`src/rtl/core/modular_exponentiation_macros.svh`:
```
// assertion macros for the modular exponentiation block
`ifndef MODULAR_EXPONENTIATION_MACROS_SVH
`define MODULAR_EXPONENTIATION_MACROS_SVH

`ifndef NO_ASSERTIONS
// same-cycle implication, sampled on clk, off during reset
`define MX_ASSERT_IMP(lbl, ante, cons) \
    lbl: assert property (@(posedge clk) disable iff (!rst_n) (ante) |-> (cons)) \
        else $error("modexp assertion failed");
// next-cycle implication, sampled on clk, off during reset
`define MX_ASSERT_NXT(lbl, ante, cons) \
    lbl: assert property (@(posedge clk) disable iff (!rst_n) (ante) |=> (cons)) \
        else $error("modexp assertion failed");
`else
`define MX_ASSERT_IMP(lbl, ante, cons)
`define MX_ASSERT_NXT(lbl, ante, cons)
`endif

`endif

```
`src/rtl/core/modexp_pkg.sv`:
```
// package for the modular exponentiation block: widths, microcode and modular step
`default_nettype none

package modexp_pkg;

    localparam int MOD_W    = 30;
    localparam int BASE_W   = 31;
    localparam int EXP_IN_W = 63;
    localparam int EXP_BITS = 63;
    localparam int CNT_W    = $clog2(BASE_W);
    localparam int PC_W     = 3;

    localparam logic [MOD_W-1:0] MOD_RESET = MOD_W'(1000000007);

    // program addresses
    localparam logic [PC_W-1:0] PC_IDLE = 3'd0;
    localparam logic [PC_W-1:0] PC_ZCHK = 3'd1;
    localparam logic [PC_W-1:0] PC_REDB = 3'd2;
    localparam logic [PC_W-1:0] PC_TEST = 3'd3;
    localparam logic [PC_W-1:0] PC_MUL  = 3'd4;
    localparam logic [PC_W-1:0] PC_UPD  = 3'd5;
    localparam logic [PC_W-1:0] PC_EMIT = 3'd7;

    typedef enum logic [2:0] {
        OP_IDLE,
        OP_NOP,
        OP_REDB,
        OP_PREP,
        OP_MUL,
        OP_UPD,
        OP_EMIT
    } dp_op_t;

    typedef enum logic [2:0] {
        C_ALWAYS,
        C_NO_IN,
        C_MZERO,
        C_CNT_NZ,
        C_EZERO,
        C_OUT_BUSY
    } cond_t;

    typedef struct packed {
        dp_op_t          op;
        cond_t           cond;
        logic [PC_W-1:0] target;
    } ctl_word_t;

    // control store: jump to target when cond holds, else fall through
    function automatic ctl_word_t ucode(input logic [PC_W-1:0] pc);
        ctl_word_t w;
        case (pc)
            PC_IDLE: w = '{op: OP_IDLE, cond: C_NO_IN,    target: PC_IDLE};
            PC_ZCHK: w = '{op: OP_NOP,  cond: C_MZERO,    target: PC_EMIT};
            PC_REDB: w = '{op: OP_REDB, cond: C_CNT_NZ,   target: PC_REDB};
            PC_TEST: w = '{op: OP_PREP, cond: C_EZERO,    target: PC_EMIT};
            PC_MUL:  w = '{op: OP_MUL,  cond: C_CNT_NZ,   target: PC_MUL};
            PC_UPD:  w = '{op: OP_UPD,  cond: C_ALWAYS,   target: PC_TEST};
            PC_EMIT: w = '{op: OP_EMIT, cond: C_OUT_BUSY, target: PC_EMIT};
            default: w = '{op: OP_NOP,  cond: C_ALWAYS,   target: PC_IDLE};
        endcase
        return w;
    endfunction

    // one radix-2 step: (2r + in_bit + addend) mod m, for r < m and addend < m
    function automatic logic [MOD_W-1:0] mod_step(
        input logic [MOD_W-1:0] r,
        input logic             in_bit,
        input logic [MOD_W-1:0] addend,
        input logic [MOD_W-1:0] m
    );
        logic [MOD_W:0] mw;
        logic [MOD_W:0] t;
        logic [MOD_W:0] u;
        mw = {1'b0, m};
        t  = {r, in_bit};
        if (t >= mw)
        begin
            t = t - mw;
        end
        u = {1'b0, t[MOD_W-1:0]} + {1'b0, addend};
        if (u >= mw)
        begin
            u = u - mw;
        end
        return u[MOD_W-1:0];
    endfunction

endpackage

`default_nettype wire

```
`src/rtl/core/modular_exponentiation.sv`:
```
// modular exponentiation top level: microcoded square-and-multiply sequencer
// after a word is taken: zero-modulus check, base reduction, then for each exponent bit up to
//   the highest set one a test, the multiply lanes and an update, then the emit step
// the multiply lanes are 30-step bit-serial modular multiplies, one product bit per cycle
// one word in flight; the next is taken while the result waits
// reset: modulus returns to 1000000007, sequencer to idle, no result pending
`default_nettype none

`include "modular_exponentiation_macros.svh"

module modular_exponentiation (
    input  wire logic                           clk,
    input  wire logic                           rst_n,
    // input word channel
    input  wire logic                           in_valid,
    output logic                                in_stall,
    input  wire logic                           opcode,
    input  wire logic [modexp_pkg::BASE_W-1:0]   base,
    input  wire logic [modexp_pkg::EXP_IN_W-1:0] exponent,
    // result word channel
    output logic                                out_valid,
    input  wire logic                           out_stall,
    output logic [modexp_pkg::MOD_W-1:0]         result,
    // modulus write channel
    input  wire logic                           cfg_valid,
    output logic                                cfg_ready,
    input  wire logic [modexp_pkg::MOD_W-1:0]    cfg_data
);

    // sequencer
    logic [modexp_pkg::PC_W-1:0]  pc_reg, pc_next;
    modexp_pkg::ctl_word_t        ctl;
    logic                         cond_hit;

    // datapath registers
    logic [modexp_pkg::MOD_W-1:0]    modulus_reg;
    logic [modexp_pkg::MOD_W-1:0]    acc_reg, acc_next;     // running result
    logic [modexp_pkg::MOD_W-1:0]    sq_reg, sq_next;       // running power of the base
    logic [modexp_pkg::MOD_W-1:0]    ta_reg, ta_next;       // acc * sq partial
    logic [modexp_pkg::MOD_W-1:0]    tb_reg, tb_next;       // sq * sq partial
    logic [modexp_pkg::MOD_W-1:0]    sha_reg, sha_next;     // multiplier bits of acc
    logic [modexp_pkg::MOD_W-1:0]    shb_reg, shb_next;     // multiplier bits of sq
    logic [modexp_pkg::BASE_W-1:0]   bsh_reg, bsh_next;     // base bits, msb first
    logic [modexp_pkg::EXP_BITS-1:0] e_reg, e_next;         // exponent, lsb first
    logic [modexp_pkg::CNT_W-1:0]    cnt_reg, cnt_next;
    logic [modexp_pkg::MOD_W-1:0]    result_reg;
    logic                            out_valid_reg;

    // handshake helpers
    logic in_fire;
    logic out_free;
    logic emit_fire;

    // inverse exponent: modulus - 2, or 0 for moduli below two
    logic [modexp_pkg::MOD_W-1:0]                    m_minus2;
    logic [modexp_pkg::EXP_BITS-1:0]                 inv_exp;
    logic                                            m_small;

    assign ctl       = modexp_pkg::ucode(pc_reg);
    assign in_stall  = (ctl.op != modexp_pkg::OP_IDLE);
    // no modulus write at the edge that takes a new word
    assign cfg_ready = (ctl.op == modexp_pkg::OP_IDLE) && !in_valid;
    assign in_fire   = in_valid && !in_stall;
    assign out_free  = !out_valid_reg || !out_stall;
    assign emit_fire = (ctl.op == modexp_pkg::OP_EMIT) && out_free;
    assign out_valid = out_valid_reg;
    assign result    = result_reg;

    assign m_small  = (modulus_reg < modexp_pkg::MOD_W'(2));
    assign m_minus2 = modulus_reg - modexp_pkg::MOD_W'(2);
    assign inv_exp  = m_small ? '0 : modexp_pkg::EXP_BITS'(m_minus2);

    // branch condition and next program address
    always_comb
    begin
        case (ctl.cond)
            modexp_pkg::C_ALWAYS:   cond_hit = 1'b1;
            modexp_pkg::C_NO_IN:    cond_hit = !in_valid;
            modexp_pkg::C_MZERO:    cond_hit = (modulus_reg == '0);
            modexp_pkg::C_CNT_NZ:   cond_hit = (cnt_reg != '0);
            modexp_pkg::C_EZERO:    cond_hit = (e_reg == '0);
            modexp_pkg::C_OUT_BUSY: cond_hit = !out_free;
            default:                cond_hit = 1'b0;
        endcase
        // fall-through from the emit word wraps to idle
        pc_next = cond_hit ? ctl.target : pc_reg + modexp_pkg::PC_W'(1);
    end

    // datapath next values, one micro-op per cycle
    always_comb
    begin
        acc_next = acc_reg;
        sq_next  = sq_reg;
        ta_next  = ta_reg;
        tb_next  = tb_reg;
        sha_next = sha_reg;
        shb_next = shb_reg;
        bsh_next = bsh_reg;
        e_next   = e_reg;
        cnt_next = cnt_reg;
        case (ctl.op)
            modexp_pkg::OP_IDLE:
            begin
                if (in_fire)
                begin
                    bsh_next = base;
                    sq_next  = '0;
                    e_next   = opcode ? inv_exp : exponent[modexp_pkg::EXP_BITS-1:0];
                    // 1 mod m: zero for moduli of zero or one
                    acc_next = m_small ? '0 : modexp_pkg::MOD_W'(1);
                    cnt_next = modexp_pkg::CNT_W'(modexp_pkg::BASE_W - 1);
                end
            end
            modexp_pkg::OP_REDB:
            begin
                // reduce the raw base into sq, one bit a cycle
                sq_next  = modexp_pkg::mod_step(sq_reg, bsh_reg[modexp_pkg::BASE_W-1],
                                                '0, modulus_reg);
                bsh_next = {bsh_reg[modexp_pkg::BASE_W-2:0], 1'b0};
                cnt_next = cnt_reg - modexp_pkg::CNT_W'(1);
            end
            modexp_pkg::OP_PREP:
            begin
                ta_next  = '0;
                tb_next  = '0;
                sha_next = acc_reg;
                shb_next = sq_reg;
                cnt_next = modexp_pkg::CNT_W'(modexp_pkg::MOD_W - 1);
            end
            modexp_pkg::OP_MUL:
            begin
                // both products share the old sq, so they run side by side
                ta_next  = modexp_pkg::mod_step(ta_reg, 1'b0,
                               sha_reg[modexp_pkg::MOD_W-1] ? sq_reg : '0, modulus_reg);
                tb_next  = modexp_pkg::mod_step(tb_reg, 1'b0,
                               shb_reg[modexp_pkg::MOD_W-1] ? sq_reg : '0, modulus_reg);
                sha_next = {sha_reg[modexp_pkg::MOD_W-2:0], 1'b0};
                shb_next = {shb_reg[modexp_pkg::MOD_W-2:0], 1'b0};
                cnt_next = cnt_reg - modexp_pkg::CNT_W'(1);
            end
            modexp_pkg::OP_UPD:
            begin
                if (e_reg[0])
                begin
                    acc_next = ta_reg;
                end
                sq_next = tb_reg;
                e_next  = e_reg >> 1;
            end
            default:
            begin
                acc_next = acc_reg;
            end
        endcase
    end

    // control state
    always_ff @(posedge clk or negedge rst_n)
    begin
        if (!rst_n)
        begin
            pc_reg        <= modexp_pkg::PC_IDLE;
            out_valid_reg <= 1'b0;
            modulus_reg   <= modexp_pkg::MOD_RESET;
        end
        else
        begin
            pc_reg <= pc_next;
            if (emit_fire)
            begin
                out_valid_reg <= 1'b1;
            end
            else if (!out_stall)
            begin
                out_valid_reg <= 1'b0;
            end
            if (cfg_valid && cfg_ready)
            begin
                modulus_reg <= cfg_data;
            end
        end
    end

    // payload registers
    always_ff @(posedge clk)
    begin
        acc_reg <= acc_next;
        sq_reg  <= sq_next;
        ta_reg  <= ta_next;
        tb_reg  <= tb_next;
        sha_reg <= sha_next;
        shb_reg <= shb_next;
        bsh_reg <= bsh_next;
        e_reg   <= e_next;
        cnt_reg <= cnt_next;
        if (emit_fire)
        begin
            result_reg <= acc_reg;
        end
    end

    // operands stay reduced while the multiply lanes run
    `MX_ASSERT_IMP(a_operands_reduced,
        (ctl.op == modexp_pkg::OP_MUL) && (modulus_reg != '0),
        (sq_reg < modulus_reg) && (acc_reg < modulus_reg))
    // each update consumes exactly one exponent bit
    `MX_ASSERT_NXT(a_exp_shift,
        ctl.op == modexp_pkg::OP_UPD,
        e_reg == ($past(e_reg) >> 1))
    // a new result word only ever comes from the emit step
    `MX_ASSERT_IMP(a_result_from_emit,
        $rose(out_valid_reg),
        $past(pc_reg) == modexp_pkg::PC_EMIT)

endmodule

`default_nettype wire

```
`config.mk`:
```
export PLATFORM = sky130hd
export DESIGN_NAME = modular_exponentiation
export DESIGN_NICKNAME = d
export VERILOG_FILES = /design/src/rtl/core/modexp_pkg.sv /design/src/rtl/core/modular_exponentiation.sv
export VERILOG_INCLUDE_DIRS = /design/src /design/src/rtl/core
export SDC_FILE = /design/constraint.sdc
export NUM_CORES = 1
export LEC_CHECK = 0
export BUFFER_PORTS_ARGS = -buffer_cell sky130_fd_sc_hd__buf_2
export CAP_MARGIN = 15
export CORE_ASPECT_RATIO = 0.5
export CORE_MARGIN = 1.5
export CORE_UTILIZATION = 45
export DETAILED_ROUTE_END_ITERATION = 8
export GPL_TIMING_DRIVEN = 0
export SLEW_MARGIN = 20
export SYNTH_ARGS = -nofsm -noshare
export SYNTH_HDL_FRONTEND = slang
export SYNTH_SLANG_ARGS = --single-unit
```
`constraint.sdc`:
```
create_clock -name clk -period 11 [get_ports clk]
set_clock_uncertainty 0.05 [all_clocks]
set_input_delay 1.65 -clock clk [delete_from_list [all_inputs] [get_ports clk]]
set_output_delay 1.65 -clock clk [all_outputs]
set_load 0.03 [all_outputs]
```
# Word level (Yosys, flattened, before mapping)
# Cells that the tools add are included.
# totals
reg_bits	343
latch_bits	0
ram_bits	0
mem_bits_ro	0
in_bits	130
output_inout_bits	33
elab_cells	112
mem_count	0
# op_classes
add_sub_neg	11
n_mul	0
n_div	0
n_lt_le_gt_ge	7
eq_ne	19
n_shift	0
muxes	34
bitwise	0
n_reduce_logical	28
# op_table
operator	count
$mux W30	15
$pmux W30 S2	5
$sub A30 B30 Y30	6
$ge A31 B30 Y1	5
$mux W63	2
$pmux W63 S2	1
$pmux W30 S3	1
$logic_not A63 Y1	1
$pmux W9 S7	1
$add A30 B30 Y31	2
$pmux W31 S2	1
$mux W31	1
$ge A30 B30 Y1	1
$logic_not A30 Y1	1
$lt A30 B2 Y1 const B	1
$sub A30 B2 Y30 const B	1
$eq A3 B3 Y1 const B	8
$eq A3 B2 Y1 const B	6
$pmux W5 S3	1
$logic_not A3 Y1	3
$reduce_bool A3 Y1	3
$reduce_and A2 Y1	4
$eq A3 B1 Y1 const B	2
$pmux W1 S6	1
other kinds (14)	26

# Depth between registers and ports, before layout
# depth
depth_word	8
depth_mapped	36
depth_no_buf	33

# Worst setup path after synthesis
# Ideal clock, no wire load.
# synth_timing
kind	register to register
from	register modulus_reg[1] in the netlist's numbering
to	register ta_reg[8] in the netlist's numbering, data pin
setup_time_ps	266
arrival_time_ps	7576
t_required_ps	10684
setup_slack_ps	3108
path_stages_with_launch	35
path_buffers	2
period_less_slack_ps	7892
path_cell_list	dfstp_2 > inv_1 > ha_1 > nor2b_1 > o31a_1 > o221ai_1 > a21oi_1 > a211oi_2 > o31ai_1 > a31oi_1 > nor2_1 > o32a_1 > buf_2 > and2_1 > ha_1 > fa_1 > a211oi_1 > o211ai_1 > a31o_2 > a21o_1 > a21o_1 > a21oi_1 > o21bai_1 > a21oi_1 > xnor2_1 > ha_1 > nand3_1 > or2_2 > o31a_4 > or4_4 > a41oi_4 > nor2_4 > buf_6 > mux2i_1 > nor2_1
# synth_between
elab_chain_len	7
word_cells_on_any_way	9
classes_between	3 x add/sub; 2 x order compare; 4 x mux
# synth_lines
item	line	source
start, declared	modular_exponentiation.sv:36	logic [modexp_pkg::MOD_W-1:0] modulus_reg;
start signal, assigned	modular_exponentiation.sv:164	modulus_reg <= modexp_pkg::MOD_RESET;
start signal, assigned	modular_exponentiation.sv:179	modulus_reg <= cfg_data;
$sub A30 B30 Y30 or $ge A31 B30 Y1 (tied branches)	modexp_pkg.sv:79, modexp_pkg.sv:77	
$mux W30	modexp_pkg.sv:77	if (t >= mw)
$mux W30	modular_exponentiation.sv:101	case (ctl.op)
$add A30 B30 Y31	modexp_pkg.sv:81	u = {1'b0, t[MOD_W-1:0]} + {1'b0, addend};
$sub A30 B30 Y30 or $ge A31 B30 Y1 (tied branches)	modexp_pkg.sv:84, modexp_pkg.sv:82	
$mux W30 (*)	modexp_pkg.sv:82	if (u >= mw)
$pmux W30 S2 (*)	modular_exponentiation.sv:101	
end signal, assigned	modular_exponentiation.sv:189	ta_reg <= ta_next;
end, declared	modular_exponentiation.sv:39	logic [modexp_pkg::MOD_W-1:0] ta_reg, ta_next;
# Every way passes the cells marked *; elsewhere a longest branch is shown, timed or not. The select of a mux whose other input is x is not followed.
# A chain may end at the register's enable or synchronous reset.

# Final worst setup path
# layout_timing
from	register modulus_reg[1] in the netlist's numbering
to	register ta_reg[12] in the netlist's numbering, data pin
# The elaborated chain is that of the path after synthesis.

==> run metrics <==
nets=3564; Layout area overhead=11.5%; Rel. slew slack=0.253; Worst Setup Start Kind=register; Clk Latency, worst-skew pair=570 ps; Die W=360 um; GRT Util Overall=0.262; placement row count=65; Final GP Congestion=0.969; Fmax=101 MHz; vias in the first global route=22289; WL final=87300 um; YS warnings=0; Slew Limit Fails=0; Longest Clk Path Bufs=3; Initial Util=0.455; Routed Antenna Nets=0; RSZ-0062 raised after global routing=false; type of the worst setup path=reg2reg; Post-Syn Area per Cell=9.65 um2; die area=65300 um2; routed via count=23793; first-pass GRT wire length=132000 um; setup ws final=1140 ps; Port Buf Inserts=162; final setup fails=0; MaxCap Viol Count=0; clk root buf=clkbuf_16; Post-Syn Area=28700 um2; Yosys reg bits=343; design area=31900 um2; htree depth=2; setup TNS=0 ps; I/O pin count=163; DP Worst Slack=1260 ps; Buf/Inv on CP=3; worst slew pin tran=1120 ps; final hold vios=0; crit path max fanout=11; post-place instance area=30700 um2; Core ar.=63000 um2; asr flop ratio synth=0.0991; Max stage delay on crit path=760 ps; Post-synth top flop=edfxtp_1; Synth Instances=2968; CP top delay family=compound AO/OA/AOI/OAI gates; max reg flops=63; slowest cell on the critical path=dfstp_2; initial DRC count=2540; # clock sinks=343; layout cells sized above 1=0.152; sequential cell area fraction in the yosys report=0.354; Post-synth EDFFs=309; Netlist cell types=99; Final min period=9860 ps; hpwl dp=69300 um; initial antenna violation count=3; cts bufs inserted=36; TritonCTS clock tree=done; drt pass-1 iters=6; drt wl/cell=21.6 um; Hold Buf Count CTS=0; largest net degree at the start of global routing=56; post-CTS repair timing setup buffer count=0; CP endpoint kind=register; status=completed; Resized cells post-CTS=0; Die H=181 um; endpoint arrival time on the critical path=10110 ps; Critical Path RT=11250 ps; worst hold path type=reg2reg; clock-pin slew on the worst setup and hold paths=70 ps; syn nets=3358; Residual DRC=0; post-DR vias/cell=5.89; final global-route overflow total=0; crit share post-route=0.896
==> placed cells by master, fill, tap and decap left out, drive strengths merged, types with 18 or more instances in the layout <==
cell	n
nand2b	27
mux2	171
nor3	46
a21oi	218
mux2i	74
and3	47
o21bai	27
nand3	44
xnor2	173
and2	105
o21a	37
dfrtp	18
clkbuf	106
inv	95
nor2b	28
buf	197
edfxtp	309
nor2	200
o31ai	18
nor4	30
xor2	60
a21o	120
o21ai	176
ha	252
a211oi	36
nand2	314
a31oi	20
nand4	31
==> synthesized netlist by cell type, types with 7 or more instances <==
master	count	area [um2]
and3_1	47	294
or2_2	8	50.1
nand4_1	31	194
buf_2	10	50.1
a221o_1	11	110
o21a_1	36	270
a21o_1	120	901
nand2b_1	26	163
a211o_1	7	61.3
ha_1	252	3150
nor2b_1	28	175
dfrtp_1	18	450
xnor2_1	173	1520
o21bai_1	27	203
clkbuf_1	64	240
o21ai_1	11	55.1
nor4_1	26	163
o31ai_1	16	120
a221oi_1	8	70.1
a21oi_1	217	1090
a31oi_1	20	125
a211oi_1	31	233
a31o_2	9	78.8
or3_1	10	62.6
fa_1	8	160
o211ai_1	15	113
inv_1	92	345
nand3_1	44	220
and2_1	104	651
nand2_1	314	1180
edfxtp_1	309	9280
nor2_1	198	743
mux2i_1	74	741
mux2_4	11	165
mux2_2	154	1730
nor3_1	46	230
dfstp_2	16	420
xor2_1	60	526
o22ai_1	7	43.8
o21ai_0	164	821
buf_1	9	33.8
==> cell type report <==
cell class	count	area (um2)
Antenna cell	1	2.50
Buffer	93	419
Clock buffer	42	923
Clock inverter	24	300
Fill cell	5830	31100
Inverter	92	345
Multi-Input combinational cell	2440	17800
Sequential cell	343	10100
Tap cell	837	1050
Timing Repair Buffer	168	961
==> through the flow <==
stage / util / hold slack, ps / instances
floorplan: - / 367 / 2968
global placement: 0.484 / 382 / 3967
detailed placement: 0.487 / 391 / 3973
CTS: 0.507 / 404 / 4039
global route: 0.507 / 411 / 4039
finish: 0.507 / 401 / 4040
==> kinds of logic after synthesis <==
group                      count (synthesis)  share of synthesized area
and+or+nand+nor                          915                      0.155
AOI/OAI and AO/OA                        787                      0.182
DFF                                      343                      0.354
adders and majority gates                260                      0.116
muxes                                    245                     0.0945
xor gates and xnor gates                 233                     0.0712
buffers and inverters                    185                     0.0266
==> worst paths after layout <==
path | cells after the start | slack (ps) | end | from
worst max-delay path | 33 | 1140 | ta_reg[12] | modulus_reg[1]
worst min-delay path | 0 | 400 | result[3] | acc_reg[3]
worst max register to register | 33 | 1140 | ta_reg[12] | modulus_reg[1]
worst min register to register | 0 | 400 | result[3] | acc_reg[3]
max in group asynchronous | 1 | 9310 | out_valid | rst_n
min in group asynchronous | 1 | 1110 | modulus_reg[22] | rst_n
==> metal layers <==
metal  global-route usage  vias to the layer above  wire length [um]
met4               0.0649                        0              2100
met2                0.387                      863             36000
met5                    0                        -                 0
li1                     -                    11474                 -
met1                0.402                    11350             42900
met3               0.0317                      106              6230
Power is left out: the tool's default activity adds up to more than one toggle a clock period on the data nets, which glitch-free logic cannot reach.
